--- src/rtl/lnat_pkg.sv ---
// Package for the ln atanh-series unit: fixed-point sizes, pipeline depths
// and the word types passed between pipeline stages. No dependencies.
package lnat_pkg;

    localparam int N_W           = 16;                 // argument width
    localparam int RES_W         = 30;                 // result width
    localparam int FRAC_BITS     = 28;                 // fraction bits of c, z, s
    localparam int NUM_TERMS     = 7;                  // atanh series terms
    localparam int DIV_STEP_BITS = 4;                  // quotient bits per divider stage
    localparam int DIV_STAGES    = (FRAC_BITS + DIV_STEP_BITS - 1) / DIV_STEP_BITS;
    localparam int QUO_W         = DIV_STAGES * DIV_STEP_BITS;
    localparam int REM_W         = N_W + 1;            // remainder and divisor width
    localparam int S_W           = FRAC_BITS + 2;      // Horner sum width (value below 4)
    localparam int PIPE_STAGES   = DIV_STAGES + NUM_TERMS + 1;

    localparam logic [RES_W-1:0] RES_MAX = {RES_W{1'b1}};

    // Innermost Horner coefficient, 1/(2K-1) in fixed point
    localparam logic [S_W-1:0] S_INIT = S_W'((64'd1 << FRAC_BITS) / (2 * NUM_TERMS - 1));

    typedef struct packed {
        logic [REM_W-1:0] rem;
        logic [REM_W-1:0] den;
        logic [QUO_W-1:0] quo;
        logic             invalid;
    } t_div_word;

    typedef struct packed {
        logic [FRAC_BITS-1:0] c;
        logic [FRAC_BITS-1:0] z;
        logic [S_W-1:0]       s;
        logic                 invalid;
    } t_hor_word;

endpackage

--- src/rtl/lnat_horner_stage.sv ---
// One Horner step of the series: s' = 1/(2k-1) + (z*s) >> FRAC_BITS.
// Depends on lnat_pkg for widths and the Horner word type.
module lnat_horner_stage
    import lnat_pkg::*;
(
    input  logic           i_clk,
    input  logic           i_load,
    input  logic [S_W-1:0] i_recip,
    input  t_hor_word      i_word,
    output t_hor_word      o_word
);

    logic [FRAC_BITS+S_W-1:0] w_prod;
    t_hor_word                r_word;
    t_hor_word                n_word;

    assign w_prod = i_word.z * i_word.s;

    always_comb begin
        n_word   = i_word;
        n_word.s = S_W'(i_recip + w_prod[FRAC_BITS+S_W-1:FRAC_BITS]);
    end

    always_ff @(posedge i_clk) begin
        if (i_load) begin
            r_word <= n_word;
        end
    end

    assign o_word = r_word;

endmodule

--- config.mk ---
export PLATFORM = sky130hd
export DESIGN_NAME = lnat_horner_stage
export DESIGN_NICKNAME = d
export VERILOG_FILES = /design/src/rtl/lnat_pkg.sv /design/src/rtl/lnat_horner_stage.sv
export SDC_FILE = /design/constraint.sdc
export NUM_CORES = 2
export LEC_CHECK = 0
export BUFFER_PORTS_ARGS = -buffer_cell sky130_fd_sc_hd__buf_2
export CAP_MARGIN = 40
export CORE_MARGIN = 2
export CORE_UTILIZATION = 30
export CTS_CLUSTER_SIZE = 24
export DETAILED_ROUTE_END_ITERATION = 10
export GPL_ROUTABILITY_DRIVEN = 1
export MAX_ROUTING_LAYER = met4
export PLACE_DENSITY = 0.57
export RECOVER_POWER = 25
export SLEW_MARGIN = 5
export SYNTH_ARGS = -nofsm -noshare
export SYNTH_HDL_FRONTEND = slang
export SYNTH_SLANG_ARGS = --single-unit
--- constraint.sdc ---
create_clock -name i_clk -period 9.92 [get_ports i_clk]
set_input_delay 0.496 -clock i_clk [delete_from_list [all_inputs] [get_ports i_clk]]
set_output_delay 0.496 -clock i_clk [all_outputs]
set_load 0.02 [all_outputs]
== Yosys cells after proc, flatten, opt, wreduce, memory -nomap -nowiden ==
Cells that the tools add are included.

* Flip-flop bits (word level): 87
* Output and inout port bits: 87
* Word-level logic and storage cells: 6

* Add/sub/neg operators: 1
* $mul: 1

{| class="wikitable"
|+ Operators by type and width
! kind !! number
|-
| 28-bit by 30-bit multiplier with 58-bit output || 1
|-
| 30-bit adder || 1
|}

== Depth between registers and ports, before layout ==
* Depth in word-level cells: 2
* Gate-level depth with buffers: 38
* Gate-level depth less buffers: 35

== Worst setup path before layout ==
Ideal clock, no wire load.

* Path type: in2reg
* Start: input i_word[13] in the netlist's numbering
* End: register r_word, in the netlist o_word[30] (data pin)
* Arrival time: 9,126 ps
* Path slack: 526 ps
* Stages on the path: 35
* Cell sequence: clkbuf_1 clkbuf_1 nand2_1 fa_1 inv_1 fa_1 fa_1 inv_1 fa_1 inv_1 fa_1 fa_1 inv_1 fa_1 inv_1 ha_1 nand4_2 a21o_1 a211o_1 a2111oi_4 o21bai_1 a311oi_2 nor3_1 o21bai_1 xor2_1 ha_1 clkbuf_1 a21o_1 o21ai_0 o211ai_1 or4_4 a311oi_2 o21ai_0 a21oi_1 xnor3_1

{| class="wikitable"
|+ RTL lines
! item !! line !! RTL
|-
| from (decl) || lnat_horner_stage.sv:9 || <nowiki>input t_hor_word i_word,</nowiki>
|-
| to (signal assigned) || lnat_horner_stage.sv:26 || <nowiki>r_word <= n_word;</nowiki>
|-
| to (decl) || lnat_horner_stage.sv:14 || <nowiki>t_hor_word r_word;</nowiki>
|}

==> summary.txt <==
Outcome
  – Status: finished, violations left
  – Failing checks: max-capacitance violations, max-slew violations

Setup path
  – Slowest-stage cell, CP: fa_1
  – Critical path origin: i_word[35]
  – Startpoint Class: input port
  – Worst EP arrival: 9.68 ns
  – Cell family with most CP delay: adder cells
  – Crit path buffers/inverters: 10
  – CP dominant cell by count: fa_1
  – CP max FO: 11
  – CP endpoint kind: flip-flop
  – Required time of the critical path: 10.10 ns
  – Max incr delay on CP: 0.57 ns
  – Kind of critical path: input port to flip-flop

Clock network
  – Resized Gates After CTS: 0
  – Total CTS buffers: 9
  – Max clock buf depth: 2
  – Clk sink count: 87
  – H-tree Lvls: 3
  – TritonCTS clock tree: yes
  – Root Driver: clkbuf_16
  – Postcts setup bufs: 0
  – Clock transition at path regs: 0.10 ns
  – # hold bufs at CTS: 0

Synthesis
  – Yosys cell types: 55
  – FFs w/ async S/R, synth: 0
  – Net Count, Synth: 4348
  – FF+latch count, synth: 87
  – Synth Flop Type: edfxtp_1
  – Sequential area share after synthesis: 0.0858
  – Synthesized area per cell: 9.33 um^2
  – Yosys Warn Count: 0
  – Post-synth EDFFs: 87
  – Post-synthesis cell area: 0.0304 mm^2
  – Synth Instances: 3264

STA
  – Final Hold Fails: 0
  – Worst-Margin Slew: 2.60 ns
  – Highest Clock Rate: 105 MHz
  – Fin crit period: 9.49 ns
  – Fin crit share: 0.957
  – RSZ-0062 raised after global routing: no
  – Final slew viol count: 33
  – Slew headroom: -0.732
  – Final setup viols: 0

Job
  – Max-cap violations: 1

Layout
  – Fillers: 10500
  – NumNets Final: 4576
  – Max reg flops: 87
  – Area delta synth->final: 12.9%
  – Final Non-Filler Cells: 4860
  – Share of cells above drive strength 1: 0.118

Global routing
  – Vias in the first global route: 24100
  – Total GRT Usage: 0.179
  – Total grt overflow: 0
  – First-pass GRT wire length: 137000 um
  – Initial antenna violation count: 11
  – Largest net degree at the start of global routing: 57

Worst hold path
  – HP Start: i_word[71]
  – Worst Hold End: o_word[71]$_DFFE_PP_
  – Worst hold path class: input port to flip-flop
  – Worst hold path stage count: 1

Placed design
  – Dpl hpwl: 74000 um
  – Dpl cells: 4838
  – Port bufs: 205
  – Placer congestion estimate: 0.859

Drt
  – Drt first pass iters: 5
  – Total number of vias: 21900
  – Vias per cell: 4.52
  – DR WL/cell: 17.9 um
  – Drt drc: 0
  – Post-route ant nets: 0
  – DRT Wirelength: 87000 um
  – Iter 0 DRT Violations: 1095

Die
  – Starting density of the core: 0.303
  – Die H: 323 um
  – Core footprint: 0.100 mm^2
  – Die area: 0.104 mm^2
  – Rows: 116
  – IO Count: 206
  – Die W: 323 um
[layout make-up]
cell class / count / area [um^2] / area share
diodes: 6 / 15.0 / 0.000437
repair buffers: 387 / 2510 / 0.0732
inverters: 822 / 3090 / 0.0898
well taps: 1357 / 1700 / 0.0494
flip-flops and latches: 87 / 2610 / 0.0760
multi-input cells: 2185 / 24100 / 0.702
clock buffers: 9 / 225 / 0.00656
clock inverters: 7 / 81.3 / 0.00237
[synthesized netlist by cell type (9+ instances only)]
cell type  number  area, um^2
xnor2_1        39         342
nand4_1        15        93.8
nor2_1         31         116
o21bai_1       10        75.1
ha_1          239        2990
a21o_1         38         285
a211oi_1        9        67.6
inv_1         822        3090
and2_1        379        2370
xor2_1         14         123
o21a_1          9        67.6
edfxtp_1       87        2610
nor3_1         13        65.1
a21oi_1        48         240
nand3_1        18        90.1
fa_1          726       14500
nand2_1       486        1820
o21ai_0        31         155
clkbuf_1      170         638
[stage by stage]
stage / setup slack [ns] / TNS (ns) / hold WS (ns) / cell area (um^2) / util
after floorplan: 0.526 / 0 / 0.595 / 30400 / -
after global placement: -0.101 / -0.101 / 0.673 / 34000 / 0.339
after detailed placement: -0.226 / -0.399 / 0.674 / 34000 / 0.339
after CTS: 0.217 / 0 / 0.219 / 34300 / 0.342
after global routing: 0.00290 / 0 / 0.231 / 34400 / 0.343
final: 0.425 / 0 / 0.252 / 34400 / 0.343
[placed cells by master, fill, tap and decap left out, types with 38 or more instances in the layout]
| cell | n |
|---|---|
| xnor2_1 | 39 |
| nand2_1 | 486 |
| a21oi_1 | 48 |
| inv_1 | 822 |
| fa_1 | 726 |
| buf_2 | 196 |
| ha_1 | 239 |
| edfxtp_1 | 87 |
| a21o_1 | 38 |
| buf_4 | 168 |
| and2_1 | 379 |
[how the worst max path moves through the flow]
stage,end,slack (ns),cells past startpoint
floorplan,o_word[30]$_DFFE_PP_,0.53,35
global placement,o_word[30]$_DFFE_PP_,-0.10,35
detailed placement,o_word[30]$_DFFE_PP_,-0.23,34
CTS,o_word[30]$_DFFE_PP_,0.22,34
global route,o_word[30]$_DFFE_PP_,0.003,36
finish,o_word[30]$_DFFE_PP_,0.43,37
[per-layer routing]
metal	share of wire	global-route usage
met5	0	-
met4	0.031	0.0515
met3	0.046	0.0255
met2	0.50	0.304
met1	0.42	0.221
[cells by family after synthesis]
| logic type | synth area share |
|---|---|
| fa+ha+maj | 0.576 |
| simple gates | 0.157 |
| compound gates | 0.0433 |
| buf+inv | 0.122 |
| xor+xnor | 0.0160 |
| flops | 0.0858 |
Power is left out: the tool's default activity adds up to more than one toggle a clock period on the data nets, which glitch-free logic cannot reach.
