<file path="src/rtl/lnat_pkg.sv">
// Package for the ln atanh-series unit: fixed-point sizes, pipeline depths
// and the word types passed between pipeline stages. No dependencies.
package lnat_pkg;

    localparam int N_W           = 16;                 // argument width
    localparam int RES_W         = 30;                 // result width
    localparam int FRAC_BITS     = 28;                 // fraction bits of c, z, s
    localparam int NUM_TERMS     = 7;                  // atanh series terms
    localparam int DIV_STEP_BITS = 4;                  // quotient bits per divider stage
    localparam int DIV_STAGES    = (FRAC_BITS + DIV_STEP_BITS - 1) / DIV_STEP_BITS;
    localparam int QUO_W         = DIV_STAGES * DIV_STEP_BITS;
    localparam int REM_W         = N_W + 1;            // remainder and divisor width
    localparam int S_W           = FRAC_BITS + 2;      // Horner sum width (value below 4)
    localparam int PIPE_STAGES   = DIV_STAGES + NUM_TERMS + 1;

    localparam logic [RES_W-1:0] RES_MAX = {RES_W{1'b1}};

    // Innermost Horner coefficient, 1/(2K-1) in fixed point
    localparam logic [S_W-1:0] S_INIT = S_W'((64'd1 << FRAC_BITS) / (2 * NUM_TERMS - 1));

    typedef struct packed {
        logic [REM_W-1:0] rem;
        logic [REM_W-1:0] den;
        logic [QUO_W-1:0] quo;
        logic             invalid;
    } t_div_word;

    typedef struct packed {
        logic [FRAC_BITS-1:0] c;
        logic [FRAC_BITS-1:0] z;
        logic [S_W-1:0]       s;
        logic                 invalid;
    } t_hor_word;

endpackage

</file>
<file path="src/rtl/lnat_div_stage.sv">
// One stage of the restoring divider that forms c = (n-1)/(n+1).
// Depends on lnat_pkg for widths and the divider word type.
module lnat_div_stage
    import lnat_pkg::*;
(
    input  logic      i_clk,
    input  logic      i_load,
    input  t_div_word i_word,
    output t_div_word o_word
);

    t_div_word r_word;
    t_div_word n_word;

    always_comb begin
        logic [REM_W:0] v_sh;
        n_word = i_word;
        for (int j = 0; j < DIV_STEP_BITS; j++) begin
            v_sh = {n_word.rem, 1'b0};
            if (v_sh >= {1'b0, i_word.den}) begin
                n_word.rem = REM_W'(v_sh - {1'b0, i_word.den});
                n_word.quo = {n_word.quo[QUO_W-2:0], 1'b1};
            end else begin
                n_word.rem = v_sh[REM_W-1:0];
                n_word.quo = {n_word.quo[QUO_W-2:0], 1'b0};
            end
        end
    end

    always_ff @(posedge i_clk) begin
        if (i_load) begin
            r_word <= n_word;
        end
    end

    assign o_word = r_word;

endmodule

</file>
<file path="config.mk">
export PLATFORM = sky130hd
export DESIGN_NAME = lnat_div_stage
export DESIGN_NICKNAME = d
export VERILOG_FILES = /design/src/rtl/lnat_pkg.sv /design/src/rtl/lnat_div_stage.sv
export SDC_FILE = /design/constraint.sdc
export NUM_CORES = 1
export LEC_CHECK = 0
export ABC_AREA = 1
export BUFFER_PORTS_ARGS = -buffer_cell sky130_fd_sc_hd__buf_2
export CAP_MARGIN = 25
export CORE_UTILIZATION = 60
export CTS_BUF_LIST = sky130_fd_sc_hd__clkbuf_8 sky130_fd_sc_hd__clkbuf_16
export DETAILED_ROUTE_END_ITERATION = 6
export GPL_TIMING_DRIVEN = 1
export PLACE_DENSITY = 0.92
export SLEW_MARGIN = 25
export SYNTH_ARGS = -nofsm -noshare
export SYNTH_HDL_FRONTEND = slang
export SYNTH_SLANG_ARGS = --single-unit
</file>
<file path="constraint.sdc">
create_clock -name i_clk -period 10.8 [get_ports i_clk]
set_input_delay 1.08 -clock i_clk [delete_from_list [all_inputs] [get_ports i_clk]]
set_output_delay 1.08 -clock i_clk [all_outputs]
set_load 0.01 [all_outputs]
</file>
After elaboration in Yosys (flattened, before gate mapping)
Cells that the tools add are included.
- register bits after elaboration: 63
- bits of input ports: 65
- output and inout port bits: 63
- logic and storage cells: 21
- add/subtract/negate cells: 4
- $lt $le $gt $ge: 4
- multiplexer cells: 8
- operator list (operator ; number):
    greater-or-equal comparator 18 x 17 -> 1 bit ; 4
    two-way mux 17 bit ; 4
    subtractor 17 bit ; 4
    two-way mux 1 bit ; 4

Longest topological paths before layout
- word-level depth: 8
- mapped depth: 58
- mapped depth without buffers: 54

Least setup slack after synthesis
No wires, ideal clock.
- kind: input to register
- from: in i_word[30] (netlist name)
- to: reg r_word, in the netlist o_word[52] (data pin)
- setup time: 0.130 ns
- arrival: 7.454 ns
- required time: 10.670 ns
- slack: 3.216 ns
- cell stages on the path: 48
- buffers on the path: 5
- cell sequence: inv_1 -> ha_1 -> ha_1 -> nand3_1 -> o21ai_1 -> nor2_1 -> nand2_2 -> buf_6 -> inv_2 -> buf_2 -> nand2_1 -> o21ai_0 -> ha_1 -> a21oi_1 -> a21boi_0 -> nand2_2 -> nand2_2 -> nand2_2 -> [12 not listed] -> nand2_1 -> a21oi_4 -> nand2_4 -> buf_4 -> nand3_1 -> nand2_2 -> ha_1 -> a21oi_1 -> a21boi_1 -> o21ai_1 -> nand2_1 -> o211ai_1 -> a21oi_2 -> nand2_1 -> nor2_4 -> buf_6 -> nand2_1 -> nand2_1
- RTL lines (what ; RTL line ; RTL):
    start: declaration ; lnat_div_stage.sv:8 ; input t_div_word i_word,
    end signal: assignment ; lnat_div_stage.sv:32 ; r_word <= n_word;
    end: declaration ; lnat_div_stage.sv:12 ; t_div_word r_word;

==> summary.md <==
| Metric | Value |
|---|---|
| Power Density | 300.1 nW/um^2 |
| Hold_buf cts | 0 |
| Vias | 6039 |
| Setup WS post-layout | between 1.5 and 2 ns |
| Initial Util | 62.75% |
| Kind of start point of the critical path | input pin |
| Maximum vdd drop | about 150 uV |
| Tightest Pin Transition | 0.7566 ns |
| Slew margin rel. | 49.56% |
| Critical Path Fanout Max | 25 |
| Worst setup EP type | register |
| RSZ-0062 raised after global routing | false |
| Pin count of the biggest net entering global routing | 64 |
| IO Pins | 128 |
| Synth Net Count | slightly below 1000 |
| Register area share after synthesis | 30.56% |
| Placed wire-length estimate | 11930 um |
| Setup Crit Path Kind | input pin to register |
| Total congestion overflow | 0 |
| Drt total wl | 14850 um |
| Die ar. | 10730 um^2 |
| Largest area contributor in the netlist | edfxtp_1 |
| Total clock sinks | 63 |
| Netlist Area Pre-Place | 6190 um^2 |
| Synth warn | 0 |
| Number of synthesized flops with an enable pin | 63 |
| Postcts setup bufs | 0 |
| Nets@finish | 1103 |
| Total track usage | between 20% and 30% |
| Area Overhead vs Synth | 14.47% |
| Initial antenna violation count | 0 |
| H-Tree Depth | 3 |
| Max_cap viols | 0 |
| Number of cells on the critical path | 48 |
| Vias per inst | roughly 5.4 |
| Area share of the largest cell type after synthesis | 30.56% |
| Max stage delay on crit path | 0.39 ns |
| Post-CTS resize count | 0 |
| Final Hold Violating Endpoints | 0 |
| Root Driver | clkbuf_8 |
| Ant diodes | 0 |
| LEAKAGE | ~3.7 nW |
| WHS Endpoint | o_word[20] |
| WP buf/inv | 7 |
| CP startpoint | i_word[41] |
| Deepest clock path buffer count | 2 |
| Share of post-route cells with drive strength above 1 | 17.83% |
| Cell mode on critical path | nand2_1 |
| Mapped Cells | 847 |
| Standard-cell rows | 36 |
| DIE WIDTH | 103.6 um |
| Drc violations | 0 |
| RD Place Congestion | 0.9350 |
| Max Freq | 110.4 MHz |
| Synth area leaders | edfxtp_1 31%, nand2_1 18%, ha_1 13%, inv_1 5.6%, a21oi_1 4.4% |
| Commonest non-fill, non-tap cell in the layout | nand2_1 |
| Largest register FFs | 63 |
| Hold Path Depth | 1 |
| Clock Pin Slew Worst Setup and Hold Paths | 0.07 ns |
| Tcrit/Tclk final | 83.87% |
| Commonest non-fill, non-tap cells in the layout | 302 x nand2_1, 123 x buf_2, 93 x inv_1 |
| First-pass GRT wire length | roughly 25000 um |
| Max stage delay cell, worst path | ha_1 |
| Top_reg_cell synth | edfxtp_1 |
| Pins Over Slew Limit | 0 |
| Drt pass-1 iters | 5 |
| Synthesized area per cell | roughly 7.3 um^2 |
| CTS tree | done |
| Worst slack at placement | 1.642 ns |
| Layout Utilization | 71.83% |
| CTS buffer count | 9 |
| Die height | 103.6 um |
| Fillers | ~820 |
| Tot Pwr | 2.127 mW |
| HP Class | input pin to register |
| WL/cell | 13.39 um |
| Hold_sp | i_word[16] |
| Final setup vio count | 0 |
| Data required time of the worst path | 11.01 ns |
| CP delay by family, top | simple AND/OR/NAND/NOR gates |
| Final min period | 9.058 ns |
| Async SR Flop Fraction | 0% |
| Seq cells post-synth | 63 |
| Worst Path Arrival | 9.27 ns |
| Total negative setup slack | 0 ns |
| Number of routed nets with antenna violations | 0 |
| Distinct cells, synth | 45 |
| Buffers on Ports | 123 |
| Iteration-0 DRC Markers | 416 |
| Core Region | 9864 um^2 |
| Worst hold margin | 0.9069 ns |
| Run status | finished clean |
| Vias in the first global route | 5700 |
[layout make-up]
cell class / count / area (um^2) / area share (%)
tap: 133 / 166.4 / 2.349
inverter: 96 / 364.1 / 5.139
clock buffer: 9 / 123.9 / 1.748
sequential: 63 / 1892 / 26.70
multi-input combinational: 678 / 3839 / 54.18
clock inverter: 6 / 77.57 / 1.095
timing repair buffer: 124 / 623.1 / 8.794
[cells by family after synthesis]
kind of cell	after synthesis	share of synthesized area [%]
buffers and inverters	106	7.418
xor gates and xnor gates	49	6.933
adders and majority gates	66	13.46
and+or+nand+nor	440	30.14
AOI/OAI and AO/OA	123	11.48
DFF	63	30.56
[where the power goes]
part | switching, mW | internal, mW
Combinational | 0.962 | 0.561
Sequential | 0.0116 | 0.383
Clock | 0.0834 | 0.126
[cell usage after synthesis (5+ instances only)]
master	count
a21oi_1	55
buf_6	6
edfxtp_1	63
ha_1	65
inv_1	92
nand2_1	302
nand2_2	14
nand2_4	5
nand3_1	46
nand3b_1	7
nor2_1	44
nor3_1	5
o21ai_0	24
o21ai_1	15
or2_2	5
xnor2_1	27
xor2_1	22
[worst max path at each step]
stage,end,slack [ns]
final,o_word[60],1.74
after detailed placement,o_word[50],1.64
after CTS,o_word[60],1.90
after floorplan,o_word[52],3.22
after global placement,o_word[48],1.75
after global routing,o_word[59],0.84
[per-stage QoR]
stage / cells / area (um^2)
floorplan: 847 / 6190
global placement: 1094 / 6884
detailed placement: 1094 / 6884
CTS: 1109 / 7086
global route: 1109 / 7086
finish: 1109 / 7086
[per-layer routing]
| metal | vias up | track usage [%] | share of wire (%) |
|---|---|---|---|
| met2 | 236 | 51.39 | 48 |
| met5 | - | 0 | 0 |
| met4 | 0 | 10.66 | 2.3 |
| met1 | 2701 | 34.95 | 43 |
| met3 | 35 | 3.902 | 6.3 |
| li1 | 3067 | - | - |
No activity file was read; power rests on OpenSTA's default activity.
